[src/rtl/drs_pkg.sv]
`default_nettype none
// ----------------------------------------------------------------------------
// drs_pkg: shared types and constants for the dependency-ready scheduler
// Request and result codes, controller states, and the command and status
// bundles between the controller and the datapath.
// ----------------------------------------------------------------------------
package drs_pkg;

    localparam int NODES_DEFAULT = 16;
    localparam int TASK_N        = 16;  // tasks addressable by index and mask
    localparam int TASK_W        = 4;
    localparam int CNT_W         = 5;
    localparam int REQ_W         = 2;
    localparam int KIND_W        = 2;
    localparam int IN_DATA_W     = 24;
    localparam int OUT_DATA_W    = 16;
    localparam int APB_ADDR_W    = 3;
    localparam int APB_DATA_W    = 32;

    typedef enum logic [REQ_W-1:0] {
        REQ_LOAD  = 2'd0,
        REQ_START = 2'd1,
        REQ_CLEAR = 2'd2,
        REQ_BAD   = 2'd3
    } req_t;

    typedef enum logic [KIND_W-1:0] {
        KIND_DISPATCH = 2'd0,
        KIND_COMPLETE = 2'd1,
        KIND_ACK      = 2'd2,
        KIND_ERROR    = 2'd3
    } kind_t;

    typedef enum logic [0:0] {
        ST_IDLE = 1'b0,
        ST_SCAN = 1'b1
    } state_t;

    // register index of node_count
    localparam logic REG_NODE_COUNT = 1'b0;

    typedef struct packed {
        logic  mem_wr;      // store the dependency mask of the input item
        logic  clr_task;    // move the input task from active to cleared
        logic  scan_start;  // rewind the scan pointer, drop any pending task
        logic  scan_adv;    // step the scan pointer
        logic  pend_set;    // hold the task under the pointer and mark it active
        logic  pend_drop;
        logic  emit;        // load the output register
        kind_t emit_kind;
        logic  emit_last;
        logic  emit_pend;   // result carries the pending task index
    } drs_cmd_t;

    typedef struct packed {
        logic out_free;
        logic cnt_zero;
        logic clear_ok;
        logic clear_final;
        logic scan_end;
        logic task_ready;
        logic pend_valid;
    } drs_status_t;

endpackage
`default_nettype wire

[src/rtl/drs_ctrl.sv]
`default_nettype none
// ----------------------------------------------------------------------------
// drs_ctrl: scheduler controller
// Decodes each request and sequences the scan over the task list.
// ----------------------------------------------------------------------------
module drs_ctrl import drs_pkg::*; (
    input  wire logic        aclk,
    input  wire logic        aresetn,
    input  wire logic        in_valid,
    input  wire req_t        in_req,
    output logic             in_ready,
    input  wire drs_status_t st,
    output drs_cmd_t         cmd
);

    state_t state_reg;
    state_t state_next;

    always_ff @(posedge aclk) begin
        if (!aresetn) begin
            state_reg <= ST_IDLE;
        end else begin
            state_reg <= state_next;
        end
    end

    always_comb begin
        state_next     = state_reg;
        in_ready       = 1'b0;
        cmd.mem_wr     = 1'b0;
        cmd.clr_task   = 1'b0;
        cmd.scan_start = 1'b0;
        cmd.scan_adv   = 1'b0;
        cmd.pend_set   = 1'b0;
        cmd.pend_drop  = 1'b0;
        cmd.emit       = 1'b0;
        cmd.emit_kind  = KIND_ACK;
        cmd.emit_last  = 1'b0;
        cmd.emit_pend  = 1'b0;

        case (state_reg)
            ST_IDLE: begin
                in_ready = st.out_free;
                if (in_valid && st.out_free) begin
                    case (in_req)
                        REQ_LOAD: begin
                            cmd.mem_wr    = 1'b1;
                            cmd.emit      = 1'b1;
                            cmd.emit_kind = KIND_ACK;
                            cmd.emit_last = 1'b1;
                        end
                        REQ_START: begin
                            if (st.cnt_zero) begin
                                cmd.emit      = 1'b1;
                                cmd.emit_kind = KIND_COMPLETE;
                                cmd.emit_last = 1'b1;
                            end else begin
                                cmd.scan_start = 1'b1;
                                state_next     = ST_SCAN;
                            end
                        end
                        REQ_CLEAR: begin
                            if (!st.clear_ok) begin
                                cmd.emit      = 1'b1;
                                cmd.emit_kind = KIND_ERROR;
                                cmd.emit_last = 1'b1;
                            end else begin
                                cmd.clr_task = 1'b1;
                                if (st.clear_final) begin
                                    cmd.emit      = 1'b1;
                                    cmd.emit_kind = KIND_COMPLETE;
                                    cmd.emit_last = 1'b1;
                                end else begin
                                    cmd.scan_start = 1'b1;
                                    state_next     = ST_SCAN;
                                end
                            end
                        end
                        default: begin
                            cmd.emit      = 1'b1;
                            cmd.emit_kind = KIND_ERROR;
                            cmd.emit_last = 1'b1;
                        end
                    endcase
                end
            end
            ST_SCAN: begin
                if (st.scan_end) begin
                    // flush the held dispatch as the final result, or acknowledge
                    if (st.out_free) begin
                        cmd.emit      = 1'b1;
                        cmd.emit_last = 1'b1;
                        cmd.emit_pend = st.pend_valid;
                        cmd.emit_kind = st.pend_valid ? KIND_DISPATCH : KIND_ACK;
                        cmd.pend_drop = 1'b1;
                        state_next    = ST_IDLE;
                    end
                end else if (st.task_ready) begin
                    if (!st.pend_valid) begin
                        cmd.pend_set = 1'b1;
                        cmd.scan_adv = 1'b1;
                    end else if (st.out_free) begin
                        cmd.emit      = 1'b1;
                        cmd.emit_kind = KIND_DISPATCH;
                        cmd.emit_pend = 1'b1;
                        cmd.pend_set  = 1'b1;
                        cmd.scan_adv  = 1'b1;
                    end
                end else begin
                    cmd.scan_adv = 1'b1;
                end
            end
            default: begin
                state_next = ST_IDLE;
            end
        endcase
    end

endmodule
`default_nettype wire

[src/rtl/drs_dp.sv]
`default_nettype none
// ----------------------------------------------------------------------------
// drs_dp: scheduler datapath
// Dependency mask registers, active and cleared masks, scan pointer,
// pending dispatch, output register and the node_count register.
// ----------------------------------------------------------------------------
module drs_dp import drs_pkg::*; #(
    parameter int NODES = NODES_DEFAULT
) (
    input  wire logic                  aclk,
    input  wire logic                  aresetn,
    input  wire logic [TASK_W-1:0]     in_task,
    input  wire logic [TASK_N-1:0]     in_dep,
    input  wire drs_cmd_t              cmd,
    output drs_status_t                st,
    output logic                       out_valid,
    input  wire logic                  out_ready,
    output kind_t                      out_kind,
    output logic [TASK_W-1:0]          out_task,
    output logic [CNT_W-1:0]           out_cleared,
    output logic [CNT_W-1:0]           out_total,
    output logic                       out_last,
    input  wire logic                  psel,
    input  wire logic                  penable,
    input  wire logic                  pwrite,
    input  wire logic [APB_ADDR_W-1:0] paddr,
    input  wire logic [APB_DATA_W-1:0] pwdata,
    output logic [APB_DATA_W-1:0]      prdata
);

    localparam int DEPTH = (NODES < TASK_N) ? NODES : TASK_N;
    localparam int IDX_W = (DEPTH > 1) ? $clog2(DEPTH) : 1;
    localparam logic [CNT_W-1:0] DEPTH_C = CNT_W'(DEPTH);

    logic [TASK_N-1:0]  dep_reg [DEPTH];
    logic [TASK_N-1:0]  active_reg,  active_next;
    logic [TASK_N-1:0]  cleared_reg, cleared_next;
    logic [CNT_W-1:0]   cleared_cnt_reg, cleared_cnt_next;
    logic [CNT_W-1:0]   node_count_reg;
    logic [CNT_W-1:0]   scan_idx_reg;
    logic               pend_valid_reg;
    logic [TASK_W-1:0]  pend_task_reg;
    logic               out_valid_reg;
    kind_t              out_kind_reg;
    logic [TASK_W-1:0]  out_task_reg;
    logic [CNT_W-1:0]   out_cleared_reg;
    logic [CNT_W-1:0]   out_total_reg;
    logic               out_last_reg;

    logic [CNT_W-1:0]   eff_count;
    logic               cfg_wr;
    logic [TASK_W-1:0]  scan_task;
    logic [TASK_N-1:0]  scan_deps;

    assign cfg_wr    = psel && penable && pwrite && (paddr[2] == REG_NODE_COUNT);
    assign eff_count = (node_count_reg > DEPTH_C) ? DEPTH_C : node_count_reg;
    assign prdata    = (paddr[2] == REG_NODE_COUNT) ?
                       APB_DATA_W'(node_count_reg) : '0;

    assign scan_task = scan_idx_reg[TASK_W-1:0];
    assign scan_deps = dep_reg[scan_idx_reg[IDX_W-1:0]];

    assign st.out_free    = !out_valid_reg || out_ready;
    assign st.cnt_zero    = (eff_count == '0);
    assign st.clear_ok    = ({1'b0, in_task} < eff_count) && active_reg[in_task];
    assign st.clear_final = ((cleared_cnt_reg + CNT_W'(1)) == eff_count);
    assign st.scan_end    = (scan_idx_reg == eff_count);
    assign st.task_ready  = !active_reg[scan_task] && !cleared_reg[scan_task]
                            && ((scan_deps & ~cleared_reg) == '0);
    assign st.pend_valid  = pend_valid_reg;

    // dependency masks: no reset, an entry is defined once loaded
    always_ff @(posedge aclk) begin
        if (cmd.mem_wr && ({1'b0, in_task} < DEPTH_C)) begin
            dep_reg[in_task[IDX_W-1:0]] <= in_dep;
        end
    end

    always_comb begin
        active_next      = active_reg;
        cleared_next     = cleared_reg;
        cleared_cnt_next = cleared_cnt_reg;
        if (cmd.clr_task) begin
            active_next[in_task]  = 1'b0;
            cleared_next[in_task] = 1'b1;
            cleared_cnt_next      = cleared_cnt_reg + CNT_W'(1);
        end
        if (cmd.pend_set) begin
            active_next[scan_task] = 1'b1;
        end
    end

    always_ff @(posedge aclk) begin
        if (!aresetn) begin
            node_count_reg  <= '0;
            active_reg      <= '0;
            cleared_reg     <= '0;
            cleared_cnt_reg <= '0;
        end else if (cfg_wr) begin
            node_count_reg  <= pwdata[CNT_W-1:0];
            active_reg      <= '0;
            cleared_reg     <= '0;
            cleared_cnt_reg <= '0;
        end else begin
            active_reg      <= active_next;
            cleared_reg     <= cleared_next;
            cleared_cnt_reg <= cleared_cnt_next;
        end
    end

    always_ff @(posedge aclk) begin
        if (!aresetn) begin
            scan_idx_reg   <= '0;
            pend_valid_reg <= 1'b0;
        end else begin
            if (cmd.scan_start) begin
                scan_idx_reg <= '0;
            end else if (cmd.scan_adv) begin
                scan_idx_reg <= scan_idx_reg + CNT_W'(1);
            end
            if (cmd.scan_start || cmd.pend_drop) begin
                pend_valid_reg <= 1'b0;
            end else if (cmd.pend_set) begin
                pend_valid_reg <= 1'b1;
            end
        end
    end

    always_ff @(posedge aclk) begin
        if (cmd.pend_set) begin
            pend_task_reg <= scan_task;
        end
    end

    // output register: hold until taken
    always_ff @(posedge aclk) begin
        if (!aresetn) begin
            out_valid_reg <= 1'b0;
        end else if (cmd.emit) begin
            out_valid_reg <= 1'b1;
        end else if (out_ready) begin
            out_valid_reg <= 1'b0;
        end
    end

    always_ff @(posedge aclk) begin
        if (cmd.emit) begin
            out_kind_reg    <= cmd.emit_kind;
            out_task_reg    <= cmd.emit_pend ? pend_task_reg : '0;
            out_cleared_reg <= cleared_cnt_next;
            out_total_reg   <= eff_count;
            out_last_reg    <= cmd.emit_last;
        end
    end

    assign out_valid   = out_valid_reg;
    assign out_kind    = out_kind_reg;
    assign out_task    = out_task_reg;
    assign out_cleared = out_cleared_reg;
    assign out_total   = out_total_reg;
    assign out_last    = out_last_reg;

`ifndef SYNTH
    a_masks_disjoint: assert property (@(posedge aclk) disable iff (!aresetn)
        (active_reg & cleared_reg) == '0)
        else $error("task both active and cleared");

    a_cleared_count: assert property (@(posedge aclk) disable iff (!aresetn)
        $countones(cleared_reg) == 32'(cleared_cnt_reg))
        else $error("cleared count out of step with cleared mask");

    a_pend_active: assert property (@(posedge aclk) disable iff (!aresetn)
        pend_valid_reg |-> active_reg[pend_task_reg])
        else $error("held dispatch not marked active");
`endif

endmodule
`default_nettype wire

[src/rtl/dependency_ready_scheduler_top.sv]
`default_nettype none
// ----------------------------------------------------------------------------
// dependency_ready_scheduler_top: dependency-ready task scheduler
// Holds a task graph, dispatches tasks whose dependencies are all cleared.
// ----------------------------------------------------------------------------
//  channel  | direction | contents
//  s_*      | in        | request: tuser request type, tdata task index and mask
//  m_*      | out       | results: tuser kind, tdata task and counts, tlast
//  APB      | in/out    | node_count at byte address 0
//
//  Load, clear-with-error, complete and unknown requests are answered at
//  the accept. Start and a clear that rescans go through the accept, one
//  scan step per task up to count, and one to close; count is node_count
//  capped at NODES and at 16. The scan pointer steps one task a cycle and
//  halts where it must hand a dispatch to the output register while that
//  register holds an untaken transaction. Reset is synchronous, active low.
// ----------------------------------------------------------------------------
module dependency_ready_scheduler_top import drs_pkg::*; #(
    parameter int NODES = NODES_DEFAULT
) (
    input  wire logic                  aclk,
    input  wire logic                  aresetn,
    input  wire logic                  s_tvalid,
    output logic                       s_tready,
    input  wire logic [IN_DATA_W-1:0]  s_tdata,  // task_index[3:0], dep_mask[19:4]
    input  wire logic [REQ_W-1:0]      s_tuser,  // req_type[1:0]
    output logic                       m_tvalid,
    input  wire logic                  m_tready,
    output logic [OUT_DATA_W-1:0]      m_tdata,  // out_task[3:0], cleared_count[8:4],
                                                 // total_count[13:9]
    output logic [KIND_W-1:0]          m_tuser,  // result_kind[1:0]
    output logic                       m_tlast,
    input  wire logic                  psel,
    input  wire logic                  penable,
    input  wire logic                  pwrite,
    input  wire logic [APB_ADDR_W-1:0] paddr,
    input  wire logic [APB_DATA_W-1:0] pwdata,
    output logic [APB_DATA_W-1:0]      prdata,
    output logic                       pready
);

    drs_cmd_t          cmd;
    drs_status_t       st;
    kind_t             out_kind;
    logic [TASK_W-1:0] out_task;
    logic [CNT_W-1:0]  out_cleared;
    logic [CNT_W-1:0]  out_total;

    assign pready = 1'b1;

    drs_ctrl u_ctrl (
        .aclk     (aclk),
        .aresetn  (aresetn),
        .in_valid (s_tvalid),
        .in_req   (req_t'(s_tuser)),
        .in_ready (s_tready),
        .st       (st),
        .cmd      (cmd)
    );

    drs_dp #(
        .NODES (NODES)
    ) u_dp (
        .aclk        (aclk),
        .aresetn     (aresetn),
        .in_task     (s_tdata[3:0]),
        .in_dep      (s_tdata[19:4]),
        .cmd         (cmd),
        .st          (st),
        .out_valid   (m_tvalid),
        .out_ready   (m_tready),
        .out_kind    (out_kind),
        .out_task    (out_task),
        .out_cleared (out_cleared),
        .out_total   (out_total),
        .out_last    (m_tlast),
        .psel        (psel),
        .penable     (penable),
        .pwrite      (pwrite),
        .paddr       (paddr),
        .pwdata      (pwdata),
        .prdata      (prdata)
    );

    assign m_tuser = out_kind;
    assign m_tdata = {2'b00, out_total, out_cleared, out_task};

endmodule
`default_nettype wire

[config.mk]
export PLATFORM = sky130hd
export DESIGN_NAME = dependency_ready_scheduler_top
export DESIGN_NICKNAME = d
export VERILOG_FILES = /design/src/rtl/drs_pkg.sv /design/src/rtl/drs_ctrl.sv /design/src/rtl/drs_dp.sv /design/src/rtl/dependency_ready_scheduler_top.sv
export SDC_FILE = /design/constraint.sdc
export NUM_CORES = 1
export LEC_CHECK = 0
export BUFFER_PORTS_ARGS = -buffer_cell sky130_fd_sc_hd__buf_2
export CORE_MARGIN = 2
export CORE_UTILIZATION = 35
export CTS_BUF_LIST = sky130_fd_sc_hd__clkbuf_2
export DETAILED_ROUTE_END_ITERATION = 7
export SLEW_MARGIN = 10
export SYNTH_ARGS = -nofsm -noshare
export SYNTH_HDL_FRONTEND = slang
export SYNTH_HIERARCHICAL = 1
export SYNTH_SLANG_ARGS = --single-unit
[constraint.sdc]
create_clock -name aclk -period 9.85 [get_ports aclk]
set_input_delay 1.97 -clock aclk [delete_from_list [all_inputs] [get_ports aclk]]
set_output_delay 1.97 -clock aclk [all_outputs]
set_load 0.01 [all_outputs]
==> flow_metrics.env <==
export IMPL_arrival_ns=5.78
export IMPL_outcome="finished clean"
export IMPL_r2r_slack_ns=4.85
export IMPL_hold_class="register to register"
export IMPL_synth_edff_count=277
export IMPL_fin_crit_sh=0.507
export IMPL_grt_use_met1=0.219
export IMPL_powerDensity_nw_per_um2=162
export IMPL_met3_usage=0.0387
export IMPL_grt_max_degree=50
export IMPL_initial_core_util=0.356
export IMPL_die_h_um=203
export IMPL_drc=0
export IMPL_max_freq_ghz=0.200
export IMPL_grt_first_pass_wirelength_mm=49.9
export IMPL_dr_first_iter_drc_count=683
export IMPL_ctsHoldBuffers=0
export IMPL_area_growth_pct=11.2
export IMPL_p_int_mw=1.90
export IMPL_cp_end_kind="register"
export IMPL_fin_cells=1590
export IMPL_ff2ff_path_depth=11
export IMPL_crit_fanout=41
export IMPL_core_um2=38800
export IMPL_async_flop_share=0
export IMPL_p_comb_frac=0.029
export IMPL_timing_hold_ws_ns=0.457
export IMPL_synth_seq_cells=331
export IMPL_rsz0062_at_grt="no"
export IMPL_cts_tree="built"
export IMPL_use_met2=0.257
export IMPL_place_inst=1445
export IMPL_viasPerCell=5.15
export IMPL_gp_congestion=0.811
export IMPL_hp_start="u_dp/pend_task_reg[2]"
export IMPL_seq_area_frac_synth=0.679
export IMPL_ant_nets=0
export IMPL_fp_row_count=72
export IMPL_synth_cells=892
export IMPL_yosysWarnings=6
export IMPL_hold_depth=1
export IMPL_yosysUniqueCellTypes=63
export IMPL_cts_htree_levels=3
export IMPL_clockRootBuffer="clkbuf_2"
export IMPL_port_buffers=58
export IMPL_grt_pass1_vias=8173
export IMPL_syn_area_um2=13800
export IMPL_cts_resized=0
export IMPL_clk_pin_slew_ns=0.09
export IMPL_largest_register_ff_count=256
export IMPL_pin_count=122
export IMPL_nets=1090
export IMPL_ir_worst_vdd_mv=0.0946
export IMPL_wl_per_cell_um=20.8
export IMPL_grt_busiest_layer="met2"
export IMPL_synthFlopType="edfxtp_1"
export IMPL_finalSetupTns_ns=0
export IMPL_firstDrtPassIters=5
export IMPL_die_area_um2=41100
export IMPL_fin_ws_ns=4.85
export IMPL_die_w_um=203
export IMPL_clock_sinks=331
export IMPL_worst_pin_slew_ns=1.14
export IMPL_place_ws_ns=4.60
export IMPL_routed_via_count=8186
export IMPL_antenna_found_initial=2
export IMPL_power_switching_mw=0.590
export IMPL_seqPwrFrac=0.614
export IMPL_final_layout_size_suffix_gt1_frac=0.276
export IMPL_startpoint_type="register"
export IMPL_clk_path_buf_depth=3
export IMPL_grt_util_all_layers=0.162
export IMPL_min_period_ns=5.00
export IMPL_post_cts_buffers=0
export IMPL_insertion_delay_ns=0.92
export IMPL_hold_path_end="u_dp/out_task[2]"
export IMPL_p_leak_nw=5.18
export IMPL_relSlewSlack=0.221
export IMPL_maxCapViolCount=0
export IMPL_detailed_place_hpwl_mm=20.4
export IMPL_grt_ovfl_total=0
export IMPL_critical_path_required_ns=10.63
export IMPL_setup_viol=0
export IMPL_drv_slew=0
export IMPL_cts_buffers=81
export IMPL_crit_type="register to register"
export IMPL_clock_skew_ns=0.112
export IMPL_wl_mm=33.1
export IMPL_postSynthAreaPerCell_um2=15.5
export IMPL_p_sw_frac=0.237
export IMPL_hold_viol_final=0
export IMPL_clockPowerShare=0.357
[cells in the final DEF, fill, tap and decap left out, types with 4 or more instances in the layout]
master / netlist / final
o21ai_0: 9 / 9
mux2i_1: 30 / 30
a211oi_1: 13 / 13
mux4_2: 51 / 51
mux2_2: 8 / 8
nor3_2: 0 / 4
nor2b_1: 29 / 29
nand3_1: 14 / 14
conb_1: 3 / 30
clkbuf_2: 0 / 120
o22ai_1: 6 / 6
nor2_1: 80 / 68
inv_1: 21 / 21
xnor2_1: 12 / 12
buf_4: 34 / 24
clkinv_1: 0 / 16
xor2_1: 5 / 5
dfxtp_1: 54 / 52
nor3_1: 18 / 14
nand4_1: 5 / 5
a211o_1: 5 / 5
edfxtp_1: 277 / 277
nor4_1: 6 / 6
nand2_1: 34 / 34
nand2b_1: 14 / 14
buf_2: 6 / 58
and2_1: 5 / 5
a32oi_1: 18 / 18
and3_1: 4 / 4
a2111oi_0: 9 / 9
ha_1: 12 / 12
a21oi_1: 26 / 26
nor2_2: 0 / 12
[final cells by class]
type,count,area [µm²]
Fill cell,3680,23400
Sequential cell,331,9400
Multi-Input combinational cell,493,4050
Tap cell,518,648
Clock buffer,120,601
Timing Repair Buffer,82,470
Clock inverter,23,130
Inverter,21,78.8
Antenna cell,2,5.00
[logic make-up (layout without fill, tap and decap cells)]
kind of cell | count (synthesis) | after routing | synth area share
mux | 91 | 91 | 0.114
compound gates | 116 | 116 | 0.0625
simple gates | 227 | 227 | 0.0823
other cells | 3 | 32 | 0.000814
xor+xnor | 17 | 17 | 0.0108
flops | 331 | 331 | 0.679
fa+ha+maj | 12 | 12 | 0.0109
buf+inv | 95 | 246 | 0.0394
[synth_stat cells (3+ instances only)]
cell type	n	area (µm²)
a2111oi_0	9	78.8
a211o_1	5	43.8
a211oi_1	13	97.6
a21oi_1	26	130
a22oi_1	3	22.5
a31oi_1	3	18.8
a32oi_1	18	158
and2_1	5	31.3
and3_1	4	25.0
buf_1	5	18.8
buf_2	6	30.0
buf_4	34	255
buf_6	5	56.3
clkbuf_1	23	86.3
conb_1	3	11.3
dfxtp_1	54	1080
edfxtp_1	277	8320
ha_1	12	150
inv_1	21	78.8
mux2_2	8	90.1
mux2i_1	30	300
mux4_2	51	1150
nand2_1	34	128
nand2b_1	14	87.6
nand3_1	14	70.1
nand4_1	5	31.3
nor2_1	80	300
nor2b_1	29	181
nor3_1	18	90.1
nor4_1	6	37.5
o21a_1	3	22.5
o21ai_0	9	45.0
o22ai_1	6	37.5
or3_1	3	18.8
or4_1	3	22.5
xnor2_1	12	105
xor2_1	5	43.8
[worst max-delay path by stage]
stage | startpoint | end | slack, ns | cells after the start
after floorplan | s_tdata[1] | u_dp/out_cleared[0] | 5.16 | 7
after global placement | s_tdata[1] | u_dp/active_reg[12] | 4.60 | 13
after detailed placement | s_tdata[1] | u_dp/active_reg[12] | 4.60 | 13
after CTS | register | register | 4.83 | 11
after global routing | register | u_dp/scan_idx_reg[3] | 4.50 | 11
final | register | register | 4.85 | 11
[per-layer routing]
metal  wire [µm]  part of all wire
met5           7           0.00021
met1       14700              0.44
met3        1970             0.059
met2       15800              0.48
met4         735             0.022
[power groups by stage]
stage	clock network, mW	logic, mW	registers, mW
finish	0.887	0.0733	1.53
detailed placement	0	0.0734	1.56
global route	0.993	0.0810	1.53
CTS	0.928	0.0737	1.53
global placement	0	0.0716	1.56
floorplan	0	0.0408	1.56
[worst max-delay path, cell delays in order, from the launching register on]
cell       delay [ns]
dfxtp_4          0.79
buf_4            0.69
a211oi_1         0.17
a2111oi_0        1.01
nor4_1           0.17
a41oi_1          0.27
nor4_1           0.11
and3_1           0.29
a311oi_1         0.83
nand4_1          0.20
xor2_1           0.20
nor2_1           0.14
[stage by stage]
stage                     power [mW]  utilization  instance area (µm²)
after floorplan                 1.60            -                13900
after global placement          1.63        0.377                14700
after detailed placement        1.63        0.377                14700
after CTS                       2.53        0.396                15400
after global routing            2.60        0.396                15400
final                           2.49        0.396                15400
Power figures use the tool's default switching activity.
